## src/rtl/blocked_id_fifo_with_search_unit_macros.svh

```systemverilog
// Assertion macros shared by the blocked-id queue modules.
`ifndef BLOCKED_ID_FIFO_WITH_SEARCH_UNIT_MACROS_SVH
`define BLOCKED_ID_FIFO_WITH_SEARCH_UNIT_MACROS_SVH

// Invariant that holds at every clock edge out of reset.
`define BIFS_CHECK(label, expr) \
  label: assert property (@(posedge clk) disable iff (!rst_n) (expr)) \
    else $error("bifs invariant violated");

// Condition implies consequence in the same cycle.
`define BIFS_IMPLY(label, ante, cons) \
  label: assert property (@(posedge clk) disable iff (!rst_n) (ante) |-> (cons)) \
    else $error("bifs implication violated");

// Condition implies consequence in the next cycle.
`define BIFS_IMPLY_NEXT(label, ante, cons) \
  label: assert property (@(posedge clk) disable iff (!rst_n) (ante) |=> (cons)) \
    else $error("bifs sequence violated");

`endif

```

## src/rtl/bifs_pkg.sv

```systemverilog
// Shared constants, types and helpers for the blocked-id queue.
`default_nettype none

package bifs_pkg;

  localparam int DEPTH   = 16;
  localparam int ID_BITS = 16;
  localparam int ID_W    = 16;
  localparam int STORE_W = (ID_BITS < ID_W) ? ID_BITS : ID_W;
  localparam int PTR_W   = $clog2(DEPTH);
  localparam int CNT_W   = $clog2(DEPTH + 1);

  typedef enum logic [1:0] {
    OP_ENQ   = 2'd0,
    OP_DEQ   = 2'd1,
    OP_QRY   = 2'd2,
    OP_FLUSH = 2'd3
  } op_t;

  localparam logic KIND_UNBLOCK = 1'b0;
  localparam logic KIND_QUERY   = 1'b1;

  typedef struct packed {
    logic accept;
    logic rd_issue;
    logic load_unblock;
    logic scan_step;
    logic load_query;
  } dp_cmd_t;

  typedef struct packed {
    logic empty;
    logic rem_zero;
    logic scan_done;
  } dp_status_t;

  function automatic logic [PTR_W-1:0] next_slot(input logic [PTR_W-1:0] p);
    next_slot = (p == PTR_W'(DEPTH - 1)) ? '0 : p + 1'b1;
  endfunction

endpackage

`default_nettype wire

```

## src/rtl/bifs_ram.sv

```systemverilog
// Generic single-write, single-read RAM with registered read data.
`default_nettype none

module bifs_ram #(
  parameter int WIDTH = 16,
  parameter int DEPTH = 16
) (
  input  wire logic                     clk,
  input  wire logic                     we,
  input  wire logic [$clog2(DEPTH)-1:0] waddr,
  input  wire logic [WIDTH-1:0]         wdata,
  input  wire logic                     re,
  input  wire logic [$clog2(DEPTH)-1:0] raddr,
  output logic      [WIDTH-1:0]         rdata
);

  logic [WIDTH-1:0] mem_r [DEPTH];
  logic [WIDTH-1:0] rdata_r;

  always_ff @(posedge clk) begin
    if (we) begin
      mem_r[waddr] <= wdata;
    end
    if (re) begin
      rdata_r <= mem_r[raddr];
    end
  end

  assign rdata = rdata_r;

endmodule

`default_nettype wire

```

## src/rtl/bifs_dp.sv

```systemverilog
// Queue datapath: pointers, count, entry RAM, search compare and result register.
`default_nettype none
`include "blocked_id_fifo_with_search_unit_macros.svh"

module bifs_dp
  import bifs_pkg::*;
(
  input  wire logic             clk,
  input  wire logic             rst_n,
  input  wire dp_cmd_t          cmd,
  input  wire logic [1:0]       in_op,
  input  wire logic [ID_W-1:0]  in_proc_id,
  output dp_status_t            status,
  output logic                  out_kind,
  output logic      [ID_W-1:0]  out_id,
  output logic                  out_found,
  output logic                  out_last
);

  logic [PTR_W-1:0]   head_r, head_nxt;
  logic [PTR_W-1:0]   tail_r, tail_nxt;
  logic [CNT_W-1:0]   count_r, count_nxt;
  logic [PTR_W-1:0]   scan_ptr_r, scan_ptr_nxt;
  logic [CNT_W-1:0]   rem_r, rem_nxt;
  logic               cmp_vld_r, cmp_vld_nxt;
  logic               hit_r, hit_nxt;
  logic [STORE_W-1:0] key_r, key_nxt;
  logic               kind_r;
  logic [ID_W-1:0]    id_r;
  logic               found_r;
  logic               last_r;

  logic               full;
  logic               mem_we;
  logic               mem_re;
  logic [STORE_W-1:0] in_key;
  logic [STORE_W-1:0] mem_rdata;
  op_t                op;

  assign op     = op_t'(in_op);
  assign in_key = in_proc_id[STORE_W-1:0];
  assign full   = (count_r == CNT_W'(DEPTH));
  assign mem_we = cmd.accept && (op == OP_ENQ) && !full;
  assign mem_re = cmd.rd_issue || (cmd.scan_step && (rem_r != '0));

  bifs_ram #(
    .WIDTH(STORE_W),
    .DEPTH(DEPTH)
  ) u_ram (
    .clk  (clk),
    .we   (mem_we),
    .waddr(tail_r),
    .wdata(in_key),
    .re   (mem_re),
    .raddr(scan_ptr_r),
    .rdata(mem_rdata)
  );

  always_comb begin
    head_nxt     = head_r;
    tail_nxt     = tail_r;
    count_nxt    = count_r;
    scan_ptr_nxt = scan_ptr_r;
    rem_nxt      = rem_r;
    cmp_vld_nxt  = cmp_vld_r;
    hit_nxt      = hit_r;
    key_nxt      = key_r;

    if (cmd.accept) begin
      unique case (op)
        OP_ENQ: begin
          if (!full) begin
            tail_nxt  = next_slot(tail_r);
            count_nxt = count_r + 1'b1;
          end
        end
        OP_DEQ: begin
          if (count_r != '0) begin
            scan_ptr_nxt = head_r;
            rem_nxt      = CNT_W'(1);
            head_nxt     = next_slot(head_r);
            count_nxt    = count_r - 1'b1;
          end
        end
        OP_QRY: begin
          scan_ptr_nxt = head_r;
          rem_nxt      = count_r;
          key_nxt      = in_key;
          hit_nxt      = 1'b0;
          cmp_vld_nxt  = 1'b0;
        end
        OP_FLUSH: begin
          // Entries stay in the RAM; the drain walks them from the old head.
          scan_ptr_nxt = head_r;
          rem_nxt      = count_r;
          head_nxt     = '0;
          tail_nxt     = '0;
          count_nxt    = '0;
        end
        default: ;
      endcase
    end

    if (mem_re) begin
      scan_ptr_nxt = next_slot(scan_ptr_r);
      rem_nxt      = rem_r - 1'b1;
    end

    if (cmd.scan_step) begin
      cmp_vld_nxt = (rem_r != '0);
      if (cmp_vld_r && (mem_rdata == key_r)) begin
        hit_nxt = 1'b1;
      end
    end
  end

  always_ff @(posedge clk) begin
    if (!rst_n) begin
      head_r    <= '0;
      tail_r    <= '0;
      count_r   <= '0;
      rem_r     <= '0;
      cmp_vld_r <= 1'b0;
    end else begin
      head_r    <= head_nxt;
      tail_r    <= tail_nxt;
      count_r   <= count_nxt;
      rem_r     <= rem_nxt;
      cmp_vld_r <= cmp_vld_nxt;
    end
  end

  always_ff @(posedge clk) begin
    scan_ptr_r <= scan_ptr_nxt;
    hit_r      <= hit_nxt;
    key_r      <= key_nxt;
    if (cmd.load_unblock) begin
      kind_r  <= KIND_UNBLOCK;
      id_r    <= ID_W'(mem_rdata);
      found_r <= 1'b0;
      last_r  <= (rem_r == '0);
    end else if (cmd.load_query) begin
      kind_r  <= KIND_QUERY;
      id_r    <= ID_W'(key_r);
      found_r <= hit_r;
      last_r  <= 1'b1;
    end
  end

  assign status.empty     = (count_r == '0);
  assign status.rem_zero  = (rem_r == '0);
  assign status.scan_done = (rem_r == '0) && !cmp_vld_r;

  assign out_kind  = kind_r;
  assign out_id    = id_r;
  assign out_found = found_r;
  assign out_last  = last_r;

  `BIFS_CHECK(a_count_bound, count_r <= CNT_W'(DEPTH))
  `BIFS_CHECK(a_ptr_meet, ((count_r == '0) || full) == (head_r == tail_r))

endmodule

`default_nettype wire

```

## src/rtl/bifs_ctrl.sv

```systemverilog
// Queue controller: sequences accepts, RAM reads, searches and result hand-off.
`default_nettype none
`include "blocked_id_fifo_with_search_unit_macros.svh"

module bifs_ctrl
  import bifs_pkg::*;
(
  input  wire logic       clk,
  input  wire logic       rst_n,
  input  wire logic       in_valid,
  output logic            in_ready,
  input  wire logic [1:0] in_op,
  output logic            out_valid,
  input  wire logic       out_ready,
  input  wire dp_status_t status,
  output dp_cmd_t         cmd
);

  typedef enum logic [2:0] {
    ST_IDLE,
    ST_RD,
    ST_LD,
    ST_SCAN,
    ST_HOLD
  } state_t;

  state_t state_r, state_nxt;
  logic   in_ready_r, out_valid_r;
  logic   in_ready_nxt, out_valid_nxt;

  always_comb begin
    state_nxt = state_r;
    cmd       = '0;

    unique case (state_r)
      ST_IDLE: begin
        if (in_valid && in_ready_r) begin
          cmd.accept = 1'b1;
          unique case (op_t'(in_op))
            OP_ENQ:   state_nxt = ST_IDLE;
            OP_DEQ:   state_nxt = status.empty ? ST_IDLE : ST_RD;
            OP_QRY:   state_nxt = ST_SCAN;
            OP_FLUSH: state_nxt = status.empty ? ST_IDLE : ST_RD;
            default:  state_nxt = ST_IDLE;
          endcase
        end
      end
      ST_RD: begin
        cmd.rd_issue = 1'b1;
        state_nxt    = ST_LD;
      end
      ST_LD: begin
        cmd.load_unblock = 1'b1;
        state_nxt        = ST_HOLD;
      end
      ST_SCAN: begin
        if (status.scan_done) begin
          cmd.load_query = 1'b1;
          state_nxt      = ST_HOLD;
        end else begin
          cmd.scan_step = 1'b1;
        end
      end
      ST_HOLD: begin
        if (out_ready) begin
          state_nxt = status.rem_zero ? ST_IDLE : ST_RD;
        end
      end
      default: state_nxt = ST_IDLE;
    endcase

    in_ready_nxt  = (state_nxt == ST_IDLE);
    out_valid_nxt = (state_nxt == ST_HOLD);
  end

  always_ff @(posedge clk) begin
    if (!rst_n) begin
      state_r     <= ST_IDLE;
      in_ready_r  <= 1'b0;
      out_valid_r <= 1'b0;
    end else begin
      state_r     <= state_nxt;
      in_ready_r  <= in_ready_nxt;
      out_valid_r <= out_valid_nxt;
    end
  end

  assign in_ready  = in_ready_r;
  assign out_valid = out_valid_r;

  `BIFS_IMPLY(a_one_side, out_valid_r, !in_ready_r)
  `BIFS_IMPLY_NEXT(a_query_shown, cmd.load_query, out_valid_r)

endmodule

`default_nettype wire

```

## src/rtl/blocked_id_fifo_with_search_unit.sv

```systemverilog
// Top level of the blocked-id queue with membership search.
//
// Input channel (in_valid/in_ready, in_op, in_proc_id) carries one operation per
// transaction: enqueue, dequeue oldest, membership query or flush all.
// Result channel (out_valid/out_ready, out_kind, out_id, out_found, out_last)
// carries unblock results and query answers; out_last marks the final result
// of the operation that caused it.
// The block works on one operation at a time; in_ready is low while it is busy.
// Enqueue: no result; a full queue drops the identifier.
// Dequeue: the entry is read in ST_RD, loaded in ST_LD and shown in ST_HOLD; an
// empty queue gives none. Query: ST_SCAN reads one entry per cycle through the
// single RAM read port, then the last compare drains and the answer is shown.
// Flush: each held entry is read, loaded and shown in turn, oldest first;
// the pointers clear at the accept, the drain then walks the stored entries.
// When the receiver stalls, the result register holds its transaction and the
// sequence waits; input is refused until the last result is taken.
// Synchronous active-low reset empties the queue; in_ready rises in the cycle
// after reset releases. The entry RAM itself is not cleared.
`default_nettype none

module blocked_id_fifo_with_search_unit
  import bifs_pkg::*;
(
  input  wire logic            clk,
  input  wire logic            rst_n,
  input  wire logic            in_valid,
  output logic                 in_ready,
  input  wire logic [1:0]      in_op,
  input  wire logic [ID_W-1:0] in_proc_id,
  output logic                 out_valid,
  input  wire logic            out_ready,
  output logic                 out_kind,
  output logic      [ID_W-1:0] out_id,
  output logic                 out_found,
  output logic                 out_last
);

  // Commands from the controller, status back from the datapath.
  dp_cmd_t    cmd;
  dp_status_t status;

  // Sequence accepts, drain reads, search steps and result hand-off.
  bifs_ctrl u_ctrl (
    .clk      (clk),
    .rst_n    (rst_n),
    .in_valid (in_valid),
    .in_ready (in_ready),
    .in_op    (in_op),
    .out_valid(out_valid),
    .out_ready(out_ready),
    .status   (status),
    .cmd      (cmd)
  );

  // Hold the queue state, the entry RAM and the result register.
  bifs_dp u_dp (
    .clk       (clk),
    .rst_n     (rst_n),
    .cmd       (cmd),
    .in_op     (in_op),
    .in_proc_id(in_proc_id),
    .status    (status),
    .out_kind  (out_kind),
    .out_id    (out_id),
    .out_found (out_found),
    .out_last  (out_last)
  );

endmodule

`default_nettype wire
```

## config.mk

```make
export PLATFORM = sky130hd
export DESIGN_NAME = blocked_id_fifo_with_search_unit
export DESIGN_NICKNAME = d
export VERILOG_FILES = /design/src/rtl/bifs_pkg.sv /design/src/rtl/bifs_ram.sv /design/src/rtl/bifs_dp.sv /design/src/rtl/bifs_ctrl.sv /design/src/rtl/blocked_id_fifo_with_search_unit.sv
export VERILOG_INCLUDE_DIRS = /design/src /design/src/rtl
export SDC_FILE = /design/constraint.sdc
export NUM_CORES = 1
export LEC_CHECK = 0
export BUFFER_PORTS_ARGS = -buffer_cell sky130_fd_sc_hd__clkbuf_2
export CAP_MARGIN = 10
export CORE_UTILIZATION = 30
export CTS_CLUSTER_SIZE = 8
export DETAILED_ROUTE_END_ITERATION = 7
export GPL_TIMING_DRIVEN = 0
export HOLD_SLACK_MARGIN = 0.08
export PLACE_DENSITY = 0.49
export SLEW_MARGIN = 10
export SYNTH_ARGS = -nofsm -noshare
export SYNTH_HDL_FRONTEND = slang
export SYNTH_SLANG_ARGS = --single-unit
```

## constraint.sdc

```tcl
create_clock -name clk -period 2.99 [get_ports clk]
set_clock_uncertainty 0.2 [all_clocks]
set_input_delay 0.1495 -clock clk [delete_from_list [all_inputs] [get_ports clk]]
set_output_delay 0.1495 -clock clk [all_outputs]
set_load 0.05 [all_outputs]
```

==> key figures <==
Critical path
  – Worst path slowest cell: buf_1
  – Worst path max stage delay: 760 ps
  – Req. time, crit path: 3090 ps
  – Critical Path Start Type: flip-flop
  – CP endpoint kind: flip-flop
  – Cell Chain, Critical Path: buf_2, buf_1, mux4_2, mux4_2
  – CP arrival: 2980 ps
  – Kind of critical path: reg2reg
  – Crit path top cell by count: mux4_2
  – Reg2Reg Setup Slack: 110 ps
  – Crit path max fanout: 10

Global routing
  – Grt total ovfl: 0
  – Largest net degree at the start of global routing: 26
  – Initial antenna violation count: 0
  – Vias in the first global route: 7215
  – First-pass GRT wire length: 49.0 mm
  – GRT Util Overall: around 15%

CTS
  – CTS buffer count: 48
  – Max Root-Sink Buffers: 3
  – Clock transition at path regs: ~50 ps
  – Worst skew pair latency: roughly 580 ps
  – CTS Sinks: between 300 and 400
  – Htree depth: 2
  – CTS tree: yes
  – Clk Tree Root Cell: clkbuf_16

Min path
  – Hold crit path type: reg2reg

STA
  – Fin. max-slew vios: 0
  – Max Freq: around 0.35 GHz
  – Unrepaired setup endpoints after global routing: yes
  – Worst rel slew slack: ~31%
  – Hold Fails Final Rpt: 0
  – Period Utilization, post-route: 96.2%
  – Final Critical Period: between 2000 and 3000 ps
  – Worst-margin pin slew: 1030 ps
  – Setup-violating endpoint count in the final report: 0

Final layout
  – Non-filler instance count after layout: 1428
  – Antenna Cells: 0
  – Post-layout util: 38.1%
  – Filler cells: 3988
  – Nets: 861
  – Layout cells sized above 1: 30.7%
  – Area grow syn2layout: 23.9%

Detailed routing
  – Post-route antenna net violation count: 0
  – 1st-pass router iterations: 5
  – Vias per cell: 4.81
  – Final Routed Wirelength: 32.7 mm
  – DR WL/cell: 22.9 µm
  – DR iter-0 viols: about 570
  – Final routed DRC violation total: 0
  – Vias: roughly 6900

Synth
  – Net Count, Synth: approximately 720
  – Async SR Flop Fraction: 0%
  – Leading register cell type out of synthesis: edfxtp_1
  – Syn avg cell area: 19.5 µm²
  – Ys Warns: 0
  – Largest area contributor in the netlist: edfxtp_1
  – Synth Cell Area: 13400 µm²
  – Sequential share of the synthesized area: about 74%
  – Unique masters post-synth: 57
  – Synth area leaders: edfxtp_1 69%, mux4_2 13%, dfxtp_1 4.0%
  – Cells after Synth: 684
  – Synth top area share: a little over two thirds
  – Post-synth EDFFs: ~310
  – Count of state elements after synthesis: roughly 340

Placed design
  – DP HPWL: 19.8 mm
  – Dpl cells: 1318
  – Placer Congestion: 0.786
  – Port-buffer cells: 41

Die
  – Die width: 213 µm
  – DIE HEIGHT: 213 µm
  – Die Area: 45400 µm²
  – Row count: 76
  – Num ports: 43
  – Initial Utilization: slightly above 30%
  – Core Region: around 43000 µm²

Status
  – Outcome: complete, no violations

Pwr
  – Maximum vdd ir drop: 0.000422 V
  – Power Dens Cells: between 600 and 700 nW/µm²
  – Lkg Pwr: 5.31 nW

Job
  – Max-cap viol count: 0
[final timing paths]
path	startpoint	to	depth (start not counted)
worst max register to register	u_dp.scan_ptr_r[1]	u_dp.u_ram.rdata[9]	4
worst min register to register	u_dp.hit_r	u_dp.out_found	2
worst min-delay path	u_dp.hit_r	u_dp.out_found	2
worst max-delay path	u_dp.scan_ptr_r[1]	u_dp.u_ram.rdata[9]	4
[flip-flops by register name, indices dropped and copies added (netlist names)]
name,cells
u_ctrl.in_ready,1
u_dp.hit_r,1
u_dp.rem_r,5
u_dp.tail_r,4
u_dp.out_found,1
u_dp.out_kind,1
u_dp.key_r,16
u_ctrl.state_r,3
u_dp.out_id,16
u_dp.count_r,5
u_dp.scan_ptr_r,4
u_dp.u_ram.rdata,16
u_dp.cmp_vld_r,1
u_dp.head_r,4
u_dp.u_ram.mem_r,256
u_dp.out_last,1
u_ctrl.out_valid,1
[cell type report]
type	instances	area, µm²	share of cell area, %
well taps	585	732	4.42
flip-flops and latches	336	9820	59.4
clock inverters	3	57.6	0.348
clock buffers	63	1270	7.66
plain buffers	33	183	1.10
inverters	12	48.8	0.295
multi-input cells	303	3470	21.0
repair buffers	93	968	5.85
[power by group]
group          leakage [nW]  switching (W)  internal, W  total [W]
logic                  1.68       0.000303     0.000210   0.000514
clock network         0.637        0.00194      0.00292    0.00486
registers              3.00      0.0000221      0.00518    0.00520
[repair_timing]
action / 4_1_cts / 5_1_grt
resized for setup: 4 / 8
setup buffers: 16 / 3
setup endpoints to repair: 160 / 104
pin swaps: 9 / 2
hold buffers: 25 / 0
hold endpoints to repair: 295 / 0
[cell usage after synthesis (3+ instances only)]
master	n
a32oi_1	3
mux4_2	80
o21ai_0	6
buf_1	5
edfxtp_1	309
buf_2	8
nor2_1	36
nand2b_1	7
ha_1	11
xor2_1	16
clkbuf_1	15
buf_6	3
a31oi_1	7
inv_1	11
nor2b_1	3
xnor2_1	3
o211ai_1	3
nor3_1	7
a21oi_1	17
dfxtp_1	27
nand2_1	26
nand3b_1	5
mux2_2	16
nor4_1	5
nand3_1	17
[worst max-delay path, delay by kind of cell, from the launching register on]
kind                   cells  cell delay, ps
buffers and inverters      2            1080
DFF                        1             390
muxes                      2             910
[routing by layer]
layer / wire length, µm / up-vias / track usage [%]
met5: 0 / - / 0
met4: 769 / 0 / 4.74
met3: 1450 / 55 / 3.06
met2: 15600 / 155 / 24.5
met1: 14900 / 3591 / 21.0
li1: - / 3068 / -
[stage by stage]
step | worst slack, ps | setup TNS [ps] | instance area, µm² | hold WS [ps] | total power [W]
3_3_place_gp | -1140 | -255350 | 14300 | 251 | 0.00578
3_5_place_dp | -137 | -9130 | 14600 | 248 | 0.00579
2_1_floorplan | 125 | 0 | 13400 | 48.4 | 0.00559
6_report | 113 | 0 | 16500 | 255 | 0.0106
4_1_cts | 16.0 | 0 | 16500 | 256 | 0.0107
5_1_grt | -58.9 | -58.9 | 16500 | 288 | 0.0109
[placed cells by master, fill, tap and decap left out, types with 6 or more instances in the layout]
master,instances
edfxtp_1,309
mux4_2,80
clkbuf_16,48
clkbuf_2,44
clkbuf_1,27
dfxtp_1,27
nand2_1,26
dlygate4sd3_1,25
nor2_1,24
buf_12,19
a21oi_1,17
nand3_1,17
mux2_2,16
xor2_1,16
nor2_4,12
ha_1,11
inv_1,10
buf_8,9
buf_2,8
nand2b_1,7
o21ai_0,6
a31oi_1,6
[logic make-up after synthesis]
logic type	share of synthesized area, %
AND/OR/NAND/NOR	4.90
multiplexers	15.0
flip-flops	73.5
XOR/XNOR	1.25
adder cells (fa/ha/maj)	1.18
buffers and inverters	1.68
AO/OA/AOI/OAI	2.47
Note: power is estimated with default switching activity, not from simulation.
